`src/wes_pkg.sv`:
```
// Shared constants, reset values and handshake types for the wave extrema statistics block.
package wes_pkg;

  localparam int FRAC_BITS = 16;
  localparam int CNT_W     = 32;
  localparam int VAL_W     = 32;
  localparam int AMP_W     = 32;
  localparam int TIME_W    = 32;
  localparam int IVL_FRAC  = 8;
  localparam int MEAN_W    = TIME_W + IVL_FRAC;
  localparam int TOTAL_W   = 32;
  localparam int PROD_W    = MEAN_W + CNT_W + 1;
  localparam int STEP_W    = $clog2(MEAN_W + 1);

  localparam longint RST_MAG = longint'(9999) * (longint'(1) << FRAC_BITS);

  function automatic logic [VAL_W-1:0] sat_s32(input longint v);
    logic [VAL_W-1:0] r;
    if (v > longint'(32'h7FFF_FFFF)) begin
      r = 32'h7FFF_FFFF;
    end else if (v < -longint'(64'h8000_0000)) begin
      r = 32'h8000_0000;
    end else begin
      r = v[VAL_W-1:0];
    end
    return r;
  endfunction

  function automatic logic [AMP_W-1:0] sat_u32(input longint v);
    logic [AMP_W-1:0] r;
    if (v > longint'(64'hFFFF_FFFF)) begin
      r = '1;
    end else begin
      r = v[AMP_W-1:0];
    end
    return r;
  endfunction

  localparam logic [VAL_W-1:0] HIGH_RST    = sat_s32(-RST_MAG);
  localparam logic [VAL_W-1:0] LOW_RST     = sat_s32(RST_MAG);
  localparam logic [AMP_W-1:0] AMP_LOW_RST = sat_u32(RST_MAG);

  // Request to the running mean unit: floor((mean * count + addend) / (count + 1)).
  typedef struct packed {
    logic              start;
    logic [MEAN_W-1:0] mean;
    logic [CNT_W-1:0]  count;
    logic [MEAN_W-1:0] addend;
  } wes_req_t;

  typedef struct packed {
    logic              done;
    logic [MEAN_W-1:0] quotient;
  } wes_rsp_t;

endpackage

```
`src/wes_mean_unit.sv`:
```
// Iterative running mean unit: shift-add multiply, one add, then restoring division.
module wes_mean_unit (
  input  logic              clk,
  input  logic              rst_n,
  input  wes_pkg::wes_req_t req,
  output wes_pkg::wes_rsp_t rsp
);
  import wes_pkg::*;

  typedef enum logic [4:0] {
    U_IDLE = 5'b00001,
    U_MUL  = 5'b00010,
    U_ADD  = 5'b00100,
    U_DIV  = 5'b01000,
    U_DONE = 5'b10000
  } ustate_t;

  ustate_t             st_r, st_nxt;
  logic [STEP_W-1:0]   step_r, step_nxt;
  logic [MEAN_W-1:0]   mcand_r, mcand_nxt;
  logic [CNT_W-1:0]    mplier_r, mplier_nxt;
  logic [CNT_W:0]      divisor_r, divisor_nxt;
  logic [MEAN_W-1:0]   addend_r, addend_nxt;
  logic [PROD_W-1:0]   p_r, p_nxt;

  logic [CNT_W+1:0]    trial;
  logic [CNT_W:0]      rem;

  assign rem   = p_r[PROD_W-1:MEAN_W];
  assign trial = {rem, p_r[MEAN_W-1]} - {1'b0, divisor_r};

  always_comb begin
    st_nxt      = st_r;
    step_nxt    = step_r;
    mcand_nxt   = mcand_r;
    mplier_nxt  = mplier_r;
    divisor_nxt = divisor_r;
    addend_nxt  = addend_r;
    p_nxt       = p_r;
    unique case (st_r)
      U_IDLE, U_DONE: begin
        if (req.start) begin
          mcand_nxt   = req.mean;
          mplier_nxt  = req.count;
          divisor_nxt = {1'b0, req.count} + {{CNT_W{1'b0}}, 1'b1};
          addend_nxt  = req.addend;
          p_nxt       = '0;
          step_nxt    = STEP_W'(CNT_W - 1);
          st_nxt      = U_MUL;
        end else begin
          st_nxt = U_IDLE;
        end
      end
      U_MUL: begin
        // Most significant multiplier bit first.
        p_nxt = {p_r[PROD_W-2:0], 1'b0}
              + (mplier_r[CNT_W-1] ? {{(PROD_W-MEAN_W){1'b0}}, mcand_r} : '0);
        mplier_nxt = {mplier_r[CNT_W-2:0], 1'b0};
        if (step_r == '0) begin
          st_nxt = U_ADD;
        end else begin
          step_nxt = step_r - 1'b1;
        end
      end
      U_ADD: begin
        p_nxt    = p_r + {{(PROD_W-MEAN_W){1'b0}}, addend_r};
        step_nxt = STEP_W'(MEAN_W - 1);
        st_nxt   = U_DIV;
      end
      U_DIV: begin
        // The upper part holds the partial remainder, which stays below the divisor.
        if (!trial[CNT_W+1]) begin
          p_nxt = {trial[CNT_W:0], p_r[MEAN_W-2:0], 1'b1};
        end else begin
          p_nxt = {rem[CNT_W-1:0], p_r[MEAN_W-1:0], 1'b0};
        end
        if (step_r == '0) begin
          st_nxt = U_DONE;
        end else begin
          step_nxt = step_r - 1'b1;
        end
      end
      default: st_nxt = U_IDLE;
    endcase
  end

  always_ff @(posedge clk) begin
    if (!rst_n) begin
      st_r <= U_IDLE;
    end else begin
      st_r <= st_nxt;
    end
    step_r    <= step_nxt;
    mcand_r   <= mcand_nxt;
    mplier_r  <= mplier_nxt;
    divisor_r <= divisor_nxt;
    addend_r  <= addend_nxt;
    p_r       <= p_nxt;
  end

  assign rsp.done     = (st_r == U_DONE);
  assign rsp.quotient = p_r[MEAN_W-1:0];

endmodule

```
`src/wave_extrema_statistics_core.sv`:
```
// Top level of the wave extrema statistics block: statistics registers, sequencer and output stage.
// Input: an extremum that follows another of the same measurement holds the input while it passes
// twice through the shared running mean unit (32 multiply steps, one add, 40 divide steps, done);
// a first extremum only updates the bookkeeping and does not stall. A finish goes to S_EMIT; once
// the output stage is free its record is registered onto out_valid and the sequencer returns to idle.
// Synchronous active-low reset clears statistics and out_valid.
module wave_extrema_statistics_core (
  input  logic                             clk,
  input  logic                             rst_n,
  input  logic                             in_valid,
  output logic                             in_stall,
  input  logic                             in_mode,
  input  logic signed [wes_pkg::VAL_W-1:0] in_sample_value,
  input  logic [wes_pkg::TIME_W-1:0]       in_time_ms,
  output logic                             out_valid,
  input  logic                             out_stall,
  output logic signed [wes_pkg::VAL_W-1:0] out_peak_high,
  output logic signed [wes_pkg::VAL_W-1:0] out_peak_low,
  output logic [wes_pkg::AMP_W-1:0]        out_mean_amplitude,
  output logic [wes_pkg::AMP_W-1:0]        out_largest_amplitude,
  output logic [wes_pkg::AMP_W-1:0]        out_smallest_amplitude,
  output logic [wes_pkg::MEAN_W-1:0]       out_mean_interval,
  output logic [wes_pkg::TOTAL_W-1:0]      out_wave_total,
  output logic [wes_pkg::TIME_W-1:0]       out_finish_time
);
  import wes_pkg::*;

  // The sequencer walks one extremum through two passes of the mean unit: amplitude
  // first, then interval. A finish command waits in S_EMIT until the output stage is free.
  typedef enum logic [3:0] {
    S_IDLE = 4'b0001,
    S_AMP  = 4'b0010,
    S_INT  = 4'b0100,
    S_EMIT = 4'b1000
  } state_t;

  state_t                   st_r, st_nxt;

  // Measurement state.
  logic                     seen_any_r, seen_any_nxt;
  logic                     toggle_r, toggle_nxt;
  logic                     inc_pend_r, inc_pend_nxt;
  logic [CNT_W-1:0]         count_r, count_nxt;
  logic signed [VAL_W-1:0]  prev_value_r, prev_value_nxt;
  logic [TIME_W-1:0]        prev_time_r, prev_time_nxt;
  logic signed [VAL_W-1:0]  high_r, high_nxt;
  logic signed [VAL_W-1:0]  low_r, low_nxt;
  logic [AMP_W-1:0]         amp_mean_r, amp_mean_nxt;
  logic [AMP_W-1:0]         amp_high_r, amp_high_nxt;
  logic [AMP_W-1:0]         amp_low_r, amp_low_nxt;
  logic [MEAN_W-1:0]        ivl_mean_r, ivl_mean_nxt;
  logic [TIME_W-1:0]        dt_r, dt_nxt;
  logic [TIME_W-1:0]        fin_time_r, fin_time_nxt;

  // Output stage.
  logic                     out_valid_r, out_valid_nxt;
  logic signed [VAL_W-1:0]  o_high_r, o_high_nxt;
  logic signed [VAL_W-1:0]  o_low_r, o_low_nxt;
  logic [AMP_W-1:0]         o_amp_mean_r, o_amp_mean_nxt;
  logic [AMP_W-1:0]         o_amp_high_r, o_amp_high_nxt;
  logic [AMP_W-1:0]         o_amp_low_r, o_amp_low_nxt;
  logic [MEAN_W-1:0]        o_ivl_mean_r, o_ivl_mean_nxt;
  logic [TOTAL_W-1:0]       o_total_r, o_total_nxt;
  logic [TIME_W-1:0]        o_fin_r, o_fin_nxt;

  logic                     in_xfer;
  logic signed [VAL_W:0]    diff;
  logic [VAL_W:0]           diff_abs;
  logic [AMP_W-1:0]         amp;
  logic                     out_free;
  wes_req_t                 req;
  wes_rsp_t                 rsp;

  wes_mean_unit u_mean (
    .clk   (clk),
    .rst_n (rst_n),
    .req   (req),
    .rsp   (rsp)
  );

  // Items are taken only while the sequencer is idle.
  assign in_stall = (st_r != S_IDLE);
  assign in_xfer  = in_valid && !in_stall;
  assign out_free = !out_valid_r || !out_stall;

  // The difference of two signed 32-bit values always fits 32 unsigned bits once its
  // sign is removed, so the saturation of the amplitude never bites.
  assign diff     = {prev_value_r[VAL_W-1], prev_value_r}
                  - {in_sample_value[VAL_W-1], in_sample_value};
  assign diff_abs = diff[VAL_W] ? (~diff + 1'b1) : diff;
  assign amp      = diff_abs[VAL_W] ? '1 : diff_abs[AMP_W-1:0];

  always_comb begin
    st_nxt         = st_r;
    seen_any_nxt   = seen_any_r;
    toggle_nxt     = toggle_r;
    inc_pend_nxt   = inc_pend_r;
    count_nxt      = count_r;
    prev_value_nxt = prev_value_r;
    prev_time_nxt  = prev_time_r;
    high_nxt       = high_r;
    low_nxt        = low_r;
    amp_mean_nxt   = amp_mean_r;
    amp_high_nxt   = amp_high_r;
    amp_low_nxt    = amp_low_r;
    ivl_mean_nxt   = ivl_mean_r;
    dt_nxt         = dt_r;
    fin_time_nxt   = fin_time_r;

    out_valid_nxt  = out_valid_r && out_stall;
    o_high_nxt     = o_high_r;
    o_low_nxt      = o_low_r;
    o_amp_mean_nxt = o_amp_mean_r;
    o_amp_high_nxt = o_amp_high_r;
    o_amp_low_nxt  = o_amp_low_r;
    o_ivl_mean_nxt = o_ivl_mean_r;
    o_total_nxt    = o_total_r;
    o_fin_nxt      = o_fin_r;

    req.start  = 1'b0;
    req.count  = count_r;
    req.mean   = {{(MEAN_W-AMP_W){1'b0}}, amp_mean_r};
    req.addend = {{(MEAN_W-AMP_W){1'b0}}, amp};

    unique case (st_r)
      S_IDLE: begin
        if (in_xfer) begin
          if (in_mode) begin
            fin_time_nxt = in_time_ms;
            st_nxt       = S_EMIT;
          end else begin
            // Bookkeeping common to every extremum. The wave counter step is held
            // back while the means still need the old count.
            seen_any_nxt   = 1'b1;
            toggle_nxt     = !toggle_r;
            prev_value_nxt = in_sample_value;
            prev_time_nxt  = in_time_ms;
            if (seen_any_r) begin
              if (in_sample_value > high_r) high_nxt = in_sample_value;
              if (in_sample_value < low_r)  low_nxt  = in_sample_value;
              if (amp > amp_high_r) amp_high_nxt = amp;
              if (amp < amp_low_r)  amp_low_nxt  = amp;
              // The time difference wraps with the millisecond timer.
              dt_nxt       = in_time_ms - prev_time_r;
              inc_pend_nxt = toggle_r;
              req.start    = 1'b1;
              st_nxt       = S_AMP;
            end else if (toggle_r) begin
              count_nxt = count_r + 1'b1;
            end
          end
        end
      end
      S_AMP: begin
        req.mean   = ivl_mean_r;
        req.addend = {dt_r, {IVL_FRAC{1'b0}}};
        if (rsp.done) begin
          amp_mean_nxt = rsp.quotient[AMP_W-1:0];
          req.start    = 1'b1;
          st_nxt       = S_INT;
        end
      end
      S_INT: begin
        if (rsp.done) begin
          ivl_mean_nxt = rsp.quotient;
          if (inc_pend_r) count_nxt = count_r + 1'b1;
          st_nxt = S_IDLE;
        end
      end
      S_EMIT: begin
        if (out_free) begin
          out_valid_nxt  = 1'b1;
          o_high_nxt     = high_r;
          o_low_nxt      = low_r;
          o_amp_mean_nxt = amp_mean_r;
          o_amp_high_nxt = amp_high_r;
          o_amp_low_nxt  = amp_low_r;
          o_ivl_mean_nxt = ivl_mean_r;
          o_total_nxt    = TOTAL_W'(count_r);
          o_fin_nxt      = fin_time_r;
          // Start a fresh measurement; the toggle and the previous extremum carry over.
          seen_any_nxt   = 1'b0;
          count_nxt      = '0;
          high_nxt       = HIGH_RST;
          low_nxt        = LOW_RST;
          amp_mean_nxt   = '0;
          amp_high_nxt   = '0;
          amp_low_nxt    = AMP_LOW_RST;
          ivl_mean_nxt   = '0;
          st_nxt         = S_IDLE;
        end
      end
      default: st_nxt = S_IDLE;
    endcase
  end

  always_ff @(posedge clk) begin
    if (!rst_n) begin
      st_r         <= S_IDLE;
      seen_any_r   <= 1'b0;
      toggle_r     <= 1'b0;
      inc_pend_r   <= 1'b0;
      count_r      <= '0;
      prev_value_r <= '0;
      prev_time_r  <= '0;
      high_r       <= HIGH_RST;
      low_r        <= LOW_RST;
      amp_mean_r   <= '0;
      amp_high_r   <= '0;
      amp_low_r    <= AMP_LOW_RST;
      ivl_mean_r   <= '0;
      out_valid_r  <= 1'b0;
    end else begin
      st_r         <= st_nxt;
      seen_any_r   <= seen_any_nxt;
      toggle_r     <= toggle_nxt;
      inc_pend_r   <= inc_pend_nxt;
      count_r      <= count_nxt;
      prev_value_r <= prev_value_nxt;
      prev_time_r  <= prev_time_nxt;
      high_r       <= high_nxt;
      low_r        <= low_nxt;
      amp_mean_r   <= amp_mean_nxt;
      amp_high_r   <= amp_high_nxt;
      amp_low_r    <= amp_low_nxt;
      ivl_mean_r   <= ivl_mean_nxt;
      out_valid_r  <= out_valid_nxt;
    end
    dt_r         <= dt_nxt;
    fin_time_r   <= fin_time_nxt;
    o_high_r     <= o_high_nxt;
    o_low_r      <= o_low_nxt;
    o_amp_mean_r <= o_amp_mean_nxt;
    o_amp_high_r <= o_amp_high_nxt;
    o_amp_low_r  <= o_amp_low_nxt;
    o_ivl_mean_r <= o_ivl_mean_nxt;
    o_total_r    <= o_total_nxt;
    o_fin_r      <= o_fin_nxt;
  end

  assign out_valid              = out_valid_r;
  assign out_peak_high          = o_high_r;
  assign out_peak_low           = o_low_r;
  assign out_mean_amplitude     = o_amp_mean_r;
  assign out_largest_amplitude  = o_amp_high_r;
  assign out_smallest_amplitude = o_amp_low_r;
  assign out_mean_interval      = o_ivl_mean_r;
  assign out_wave_total         = o_total_r;
  assign out_finish_time        = o_fin_r;

endmodule
```
`config.mk`:
```
export PLATFORM = sky130hd
export DESIGN_NAME = wave_extrema_statistics_core
export DESIGN_NICKNAME = d
export VERILOG_FILES = /design/src/wes_pkg.sv /design/src/wes_mean_unit.sv /design/src/wave_extrema_statistics_core.sv
export SDC_FILE = /design/constraint.sdc
export NUM_CORES = 2
export LEC_CHECK = 0
export BUFFER_PORTS_ARGS = -buffer_cell sky130_fd_sc_hd__buf_2
export CORE_ASPECT_RATIO = 1.25
export CORE_MARGIN = 10
export CORE_UTILIZATION = 55
export DETAILED_ROUTE_END_ITERATION = 7
export PLACE_DENSITY = 0.74
export SLEW_MARGIN = 20
export SYNTH_ARGS = -nofsm -noshare
export SYNTH_HDL_FRONTEND = slang
export SYNTH_SLANG_ARGS = --single-unit
export TNS_END_PERCENT = 50
```
`constraint.sdc`:
```
create_clock -name clk -period 34.5 [get_ports clk]
set_input_delay 0 -clock clk [delete_from_list [all_inputs] [get_ports clk]]
set_output_delay 0 -clock clk [all_outputs]
set_load 0.02 [all_outputs]
```
### Word level (Yosys, flattened, before mapping)

Cells that the tools add are included.

* add/subtract/negate cells: 9
* magnitude comparators: 4
* equal/unequal tests: 28
* multiplexer cells: 70
* bitwise logic cells: 2
* reduce and logical (&&, ||, !) cells: 35

Operators by type and width (number)
* 32-bit 2-to-1 mux: 30
* 32-bit case mux with 2 select lines: 6
* 73-bit case mux with 4 select lines: 1
* 73-bit 2-to-1 mux: 2
* 40-bit 2-to-1 mux: 3
* 32-bit case mux with 3 select lines: 1
* 40-bit case mux with 2 select lines: 1
* 73-bit by 40-bit adder with 73-bit output: 1
* 73-bit adder: 1
* 32-bit > comparator: 2
* 32-bit less-than comparator: 2
* 34-bit by 33-bit subtractor with 34-bit output: 1
* 32-bit by 1-bit adder with 33-bit output, second input constant: 1
* 33-bit by 1-bit adder with 33-bit output, second input constant: 1
* 33-bit 2-to-1 mux: 1
* 33-bit NOT: 1
* 32-bit by 32-bit subtractor with 33-bit output: 1
* 32-bit by 1-bit adder with 32-bit output, second input constant: 1
* 32-bit subtractor: 1
* 2-bit inequality test, second input constant: 15
* 4-bit 2-to-1 mux: 6
* 6-bit AND reduction: 4
* 5-bit case mux with 4 select lines: 1
* 6-bit case mux with 3 select lines: 1
* 33 further kinds: 63

* register bits after elaboration: 861
* bits of input ports: 69
* output and inout bits: 266
* word-level logic and storage cells: 182

### Depth between registers and ports, before layout

* depth in word-level cells: 11
* mapped depth: 29
* mapped depth without buffers: 26

### Hierarchy

From an unflattened synthesis, not the netlist that was laid out.

* cells, all modules: 4913
* area total of the unflattened synthesis: 48157.4 um^2

Modules (own cells, without submodules)
* wave_extrema_statistics_core: times used 1, cells each 2993, area an instance 30523.0 um^2, sequential area each 15935.3 um^2
* wes_mean_unit: times used 1, cells each 1920, area an instance 17634.4 um^2, sequential area each 6826.5 um^2

### Worst setup path before layout

No wires, ideal clock.

* kind: register to register
* start: reg st_r[3]
* end: reg u_mean.step_r[0] (enable)
* setup time: 378 ps
* arrival time: 16279 ps
* data required time: 34122 ps
* setup slack: 17843 ps
* cell stages (with the launch flop): 11
* buffers on the path: 0
* period minus slack after synthesis: 16657 ps
* path through: dfxtp_1 nor4b_1 clkinv_1 nor2_1 and2_1 nand2_1 inv_1 a31oi_1 nor4_1 or3_1 a21boi_0

* cells in the longest elaborated chain, start to end: 7
* elaborated cells between the ends (all ways): 9
* those cells by class: eq/ne (4); mux (2); reduce/logical (3)

RTL lines
* from (decl): RTL line wave_extrema_statistics_core.sv:37 `state_t st_r, st_nxt;`
* from (signal assigned): RTL line wave_extrema_statistics_core.sv:214 `st_r <= st_nxt;`
* 4-bit by 1-bit inequality test with 1-bit output: RTL line wave_extrema_statistics_core.sv:82 `assign in_stall = (st_r != S_IDLE);`
* named net in_stall: RTL line wave_extrema_statistics_core.sv:11 `output logic in_stall,`
* 1-bit zero test: RTL line wave_extrema_statistics_core.sv:83 `assign in_xfer = in_valid && !in_stall;`
* 1-bit logical AND: RTL line wave_extrema_statistics_core.sv:83
* 1-bit 2-to-1 mux: RTL line wave_extrema_statistics_core.sv:127 `if (in_xfer) begin`
* 1-bit case mux with 2 select lines: RTL line wave_extrema_statistics_core.sv:125 `unique case (st_r)`
* 2-bit inequality test (no line)
* 3-bit AND reduction (no line)
* to (signal assigned): RTL line wes_mean_unit.sv:93 `step_r <= step_nxt;`
* to (decl): RTL line wes_mean_unit.sv:19 `logic [STEP_W-1:0] step_r, step_nxt;`

The timed path passes the listed nets, and every way through them passes these cells.
A chain may end at the register's enable or synchronous reset.

### Worst setup path after layout

* start: reg prev_value_r[0]
* end: reg amp_low_r[17]

* cells in the longest elaborated chain, start to end: 10
* elaborated cells between the ends (all ways): 13
* those cells by class: add/sub (2); order compare (1); eq/ne (1); mux (7); bitwise (1); reduce/logical (1)

RTL lines
* from (decl): RTL line wave_extrema_statistics_core.sv:44 `logic signed [VAL_W-1:0] prev_value_r, prev_value_nxt;`
* from (signal assigned): RTL line wave_extrema_statistics_core.sv:219 `prev_value_r <= prev_value_nxt;`
* 32-bit by 32-bit subtractor with 33-bit output *: RTL line wave_extrema_statistics_core.sv:89 `- {in_sample_value[VAL_W-1], in_sample_value};`
* 33-bit NOT: RTL line wave_extrema_statistics_core.sv:90 `assign diff_abs = diff[VAL_W] ? (~diff + 1'b1) : diff;`
* 33-bit by 1-bit adder with 33-bit output: RTL line wave_extrema_statistics_core.sv:90
* 33-bit 2-to-1 mux *: RTL line wave_extrema_statistics_core.sv:90
* 32-bit 2-to-1 mux *: RTL line wave_extrema_statistics_core.sv:91 `assign amp = diff_abs[VAL_W] ? '1 : diff_abs[AMP_W-1:0];`
* branches (longest 5 deep; another with 32-bit less-than comparator)
* to (signal assigned): RTL line wave_extrema_statistics_core.sv:225 `amp_low_r <= amp_low_nxt;`
* to (decl): RTL line wave_extrema_statistics_core.sv:50 `logic [AMP_W-1:0] amp_low_r, amp_low_nxt;`

Mark *: on every way between the ends. The select of a mux whose other input is x is not followed.

==> results.yml <==
power_and_ir_drop:
  irDropWorstVdd_mv: 0.04977
  power.leakage_uw: 0.02063
  power_density_nw_per_um2: 46.97
synthesis:
  ys_types: 94
  async_flop_share_pct: 0
  synth_ff_type: "edfxtp_1"
  synth_edf_count: 552
  netlist_area_sq_um: 46510
  synth_cells: 4744
  syn_area_per_cell_sq_um: 9.805
  synth_seq_cells: 861
  yosysSeqAreaShare_pct: 48.94
  synth_fp_nets: 5124
  yosys_warnings: 0
drt:
  drcViolationCount: 0
  viasPerCell: 6.017
  drtIter0Drc: 3354
  via_count: 37404
  firstDrtPassIters: 8
  wl_per_cell_um: 21.22
  totalWireLength_um: 131900
  postRouteAntennaNets: 0
timing:
  relSlewSlack_pct: 31.56
  rsz0062_at_grt: "false"
  drv_slew: 0
  max_clock_freq_mhz: 131.3
  hold_violations: 0
  setup_viol: 0
  fin_skew_ns: 0.03062
  min_period_ns: 7.619
  whs_ns: 0.1243
  worst-slew-pin-transition_ns: 1.027
  finalSetupTns_ns: 0
  period_share_pct: 22.08
final_layout:
  design_area_sq_um: 52620
  syn2layout_area_growth_pct: 13.13
  drive_gt1_share_pct: 11.61
  layout_common_cells: "nand2_1, edfxtp_1, a21oi_1"
  nets: 5434
  fin_cells: 6216
  final_common_cell: "nand2_1"
  fin_util_pct: 62.55
setup_path:
  end_kind: "register"
  crit_path_top_delay_cell: "nor4_2"
  critPathKind: "register to register"
  critPathMaxStageDelay_ns: 0.58
  cp-start-kind: "register"
  cp.required_ns: 35.02
  crit_arrival_ns: 8.14
  path_max_fanout: 64
place:
  port_buffers: 334
  hpwlAfterDp_um: 93740
  routabilityCongestion: 0.9638
  place_inst: 5988
  dpl_cell_area_sq_um: 49130
grt:
  grt_overflow: 0
  grt_pass1_vias: 36673
  grtUsageTotal_pct: 26.60
  grt_max_degree: 163
  antenna_found_initial: 6
  grt_pass1_wl_um: 205800
floorplanning:
  fp-row-count: 119
  die_x_um: 280.1
  die_y_um: 345.1
  ioPinCount: 335
  dieArea_sq_um: 96670
  coreArea_sq_um: 84120
  start_util_pct: 55.29
clock_network:
  path_clk_slew_ns: 0.06
  cts_max_level: 3
  cts_tree: "built"
  cts.repair.resized: 0
  cts_sinks: 861
  cts_root_buffer: "clkbuf_16"
  cts-buffers-inserted: 85
  worstSkewPairLatency_ns: 0.67
  clockBufferDepth: 3
job:
  maxCapViolCount: 0
status:
  status: "complete, no violations"
worst_hold_path:
  min_path_type: "input pin to register"
flip-flops by register name (all words and copies together), names as in the netlist, 33 cells and up:
| signal | count |
|---|---|
| ivl_mean_r | 40 |
| out_mean_interval | 40 |
| u_mean.addend_r | 40 |
| u_mean.divisor_r | 33 |
| u_mean.mcand_r | 40 |
| u_mean.p_r | 73 |
routing by layer:
layer  vias up  wire length (um)  global-route usage, %
li1      17793                 -                      -
met1     17814             51870                  32.05
met2      1459             64570                  45.42
met3       330              9381                  5.013
met4         8              6018                  12.18
met5         -                53                      0
per-stage QoR:
| step | setup WS [ns] | power (uW) |
|---|---|---|
| 2_1_floorplan | 17.84 | 1429 |
| 3_3_place_gp | 27.12 | 1542 |
| 3_5_place_dp | 26.99 | 1548 |
| 4_1_cts | 26.96 | 2481 |
| 5_1_grt | 26.30 | 2568 |
| 6_report | 26.88 | 2472 |
where the power goes:
| group | switching, uW | leakage [uW] | internal (uW) |
|---|---|---|---|
| combinational | 246 | 0.0118 | 140 |
| clock | 410 | 0.00135 | 521 |
| sequential | 23.3 | 0.00753 | 1130 |
| total | 680 | 0.0206 | 1790 |
final cells by class:
class	count	area, sq um
fillers	6828	31500
flip-flops and latches	861	22760
multi-input cells	3358	21840
repair buffers	449	2720
clock buffers	126	2485
well taps	1089	1363
inverters	299	1135
clock inverters	33	314.1
diodes	1	2.502
critical path: cells and delay by family (launching register included):
| kind | cells | cell delay [ns] |
|---|---|---|
| compound gates | 11 | 2.62 |
| simple gates | 9 | 2.49 |
| buf+inv | 4 | 0.87 |
| fa+ha+maj | 3 | 0.85 |
| flops | 1 | 0.34 |
| xor+xnor | 1 | 0.28 |
worst paths after layout:
check / endpoint / from / slack (ns) / cells past startpoint
min reg2reg: out_finish_time[7] / fin_time_r[7] / 0.40 / 0
max reg2reg: amp_low_r[17] / prev_value_r[0] / 26.88 / 28
min: fin_time_r[14] / in_time_ms[14] / 0.12 / 2
max: amp_low_r[17] / prev_value_r[0] / 26.88 / 28
Yosys cell counts (54+ instances only):
cell type | count | share of area [%]
nand2_1 | 674 | 5.4
xor2_1 | 98 | 1.8
dfxtp_1 | 309 | 13
and2_1 | 88 | 1.2
nand4_1 | 63 | 0.85
o21ai_0 | 186 | 2.0
clkbuf_1 | 192 | 1.5
nand3_1 | 192 | 2.1
a31oi_1 | 59 | 0.79
ha_1 | 306 | 8.2
a21o_1 | 161 | 2.6
nor2_1 | 234 | 1.9
nor3_1 | 70 | 0.75
edfxtp_1 | 552 | 36
inv_1 | 296 | 2.4
xnor2_1 | 146 | 2.7
mux2i_1 | 54 | 1.2
a21oi_1 | 391 | 4.2
repair_timing:
action,CTS,global route
hold buffers,68,0
endpoints found under the hold margin,236,0
setup buffers,0,0
logic make-up (layout without fill, tap and decap cells):
group	after synthesis	in the layout	share of synthesized area [%]
xor+xnor	244	244	4.594
other cells	0	1	0
flops	861	861	48.94
simple gates	1545	1545	15.48
compound gates	1190	1190	16.68
fa+ha+maj	311	311	8.447
mux	68	68	1.501
buf+inv	525	907	4.358
No activity file was read; power rests on OpenSTA's default activity.
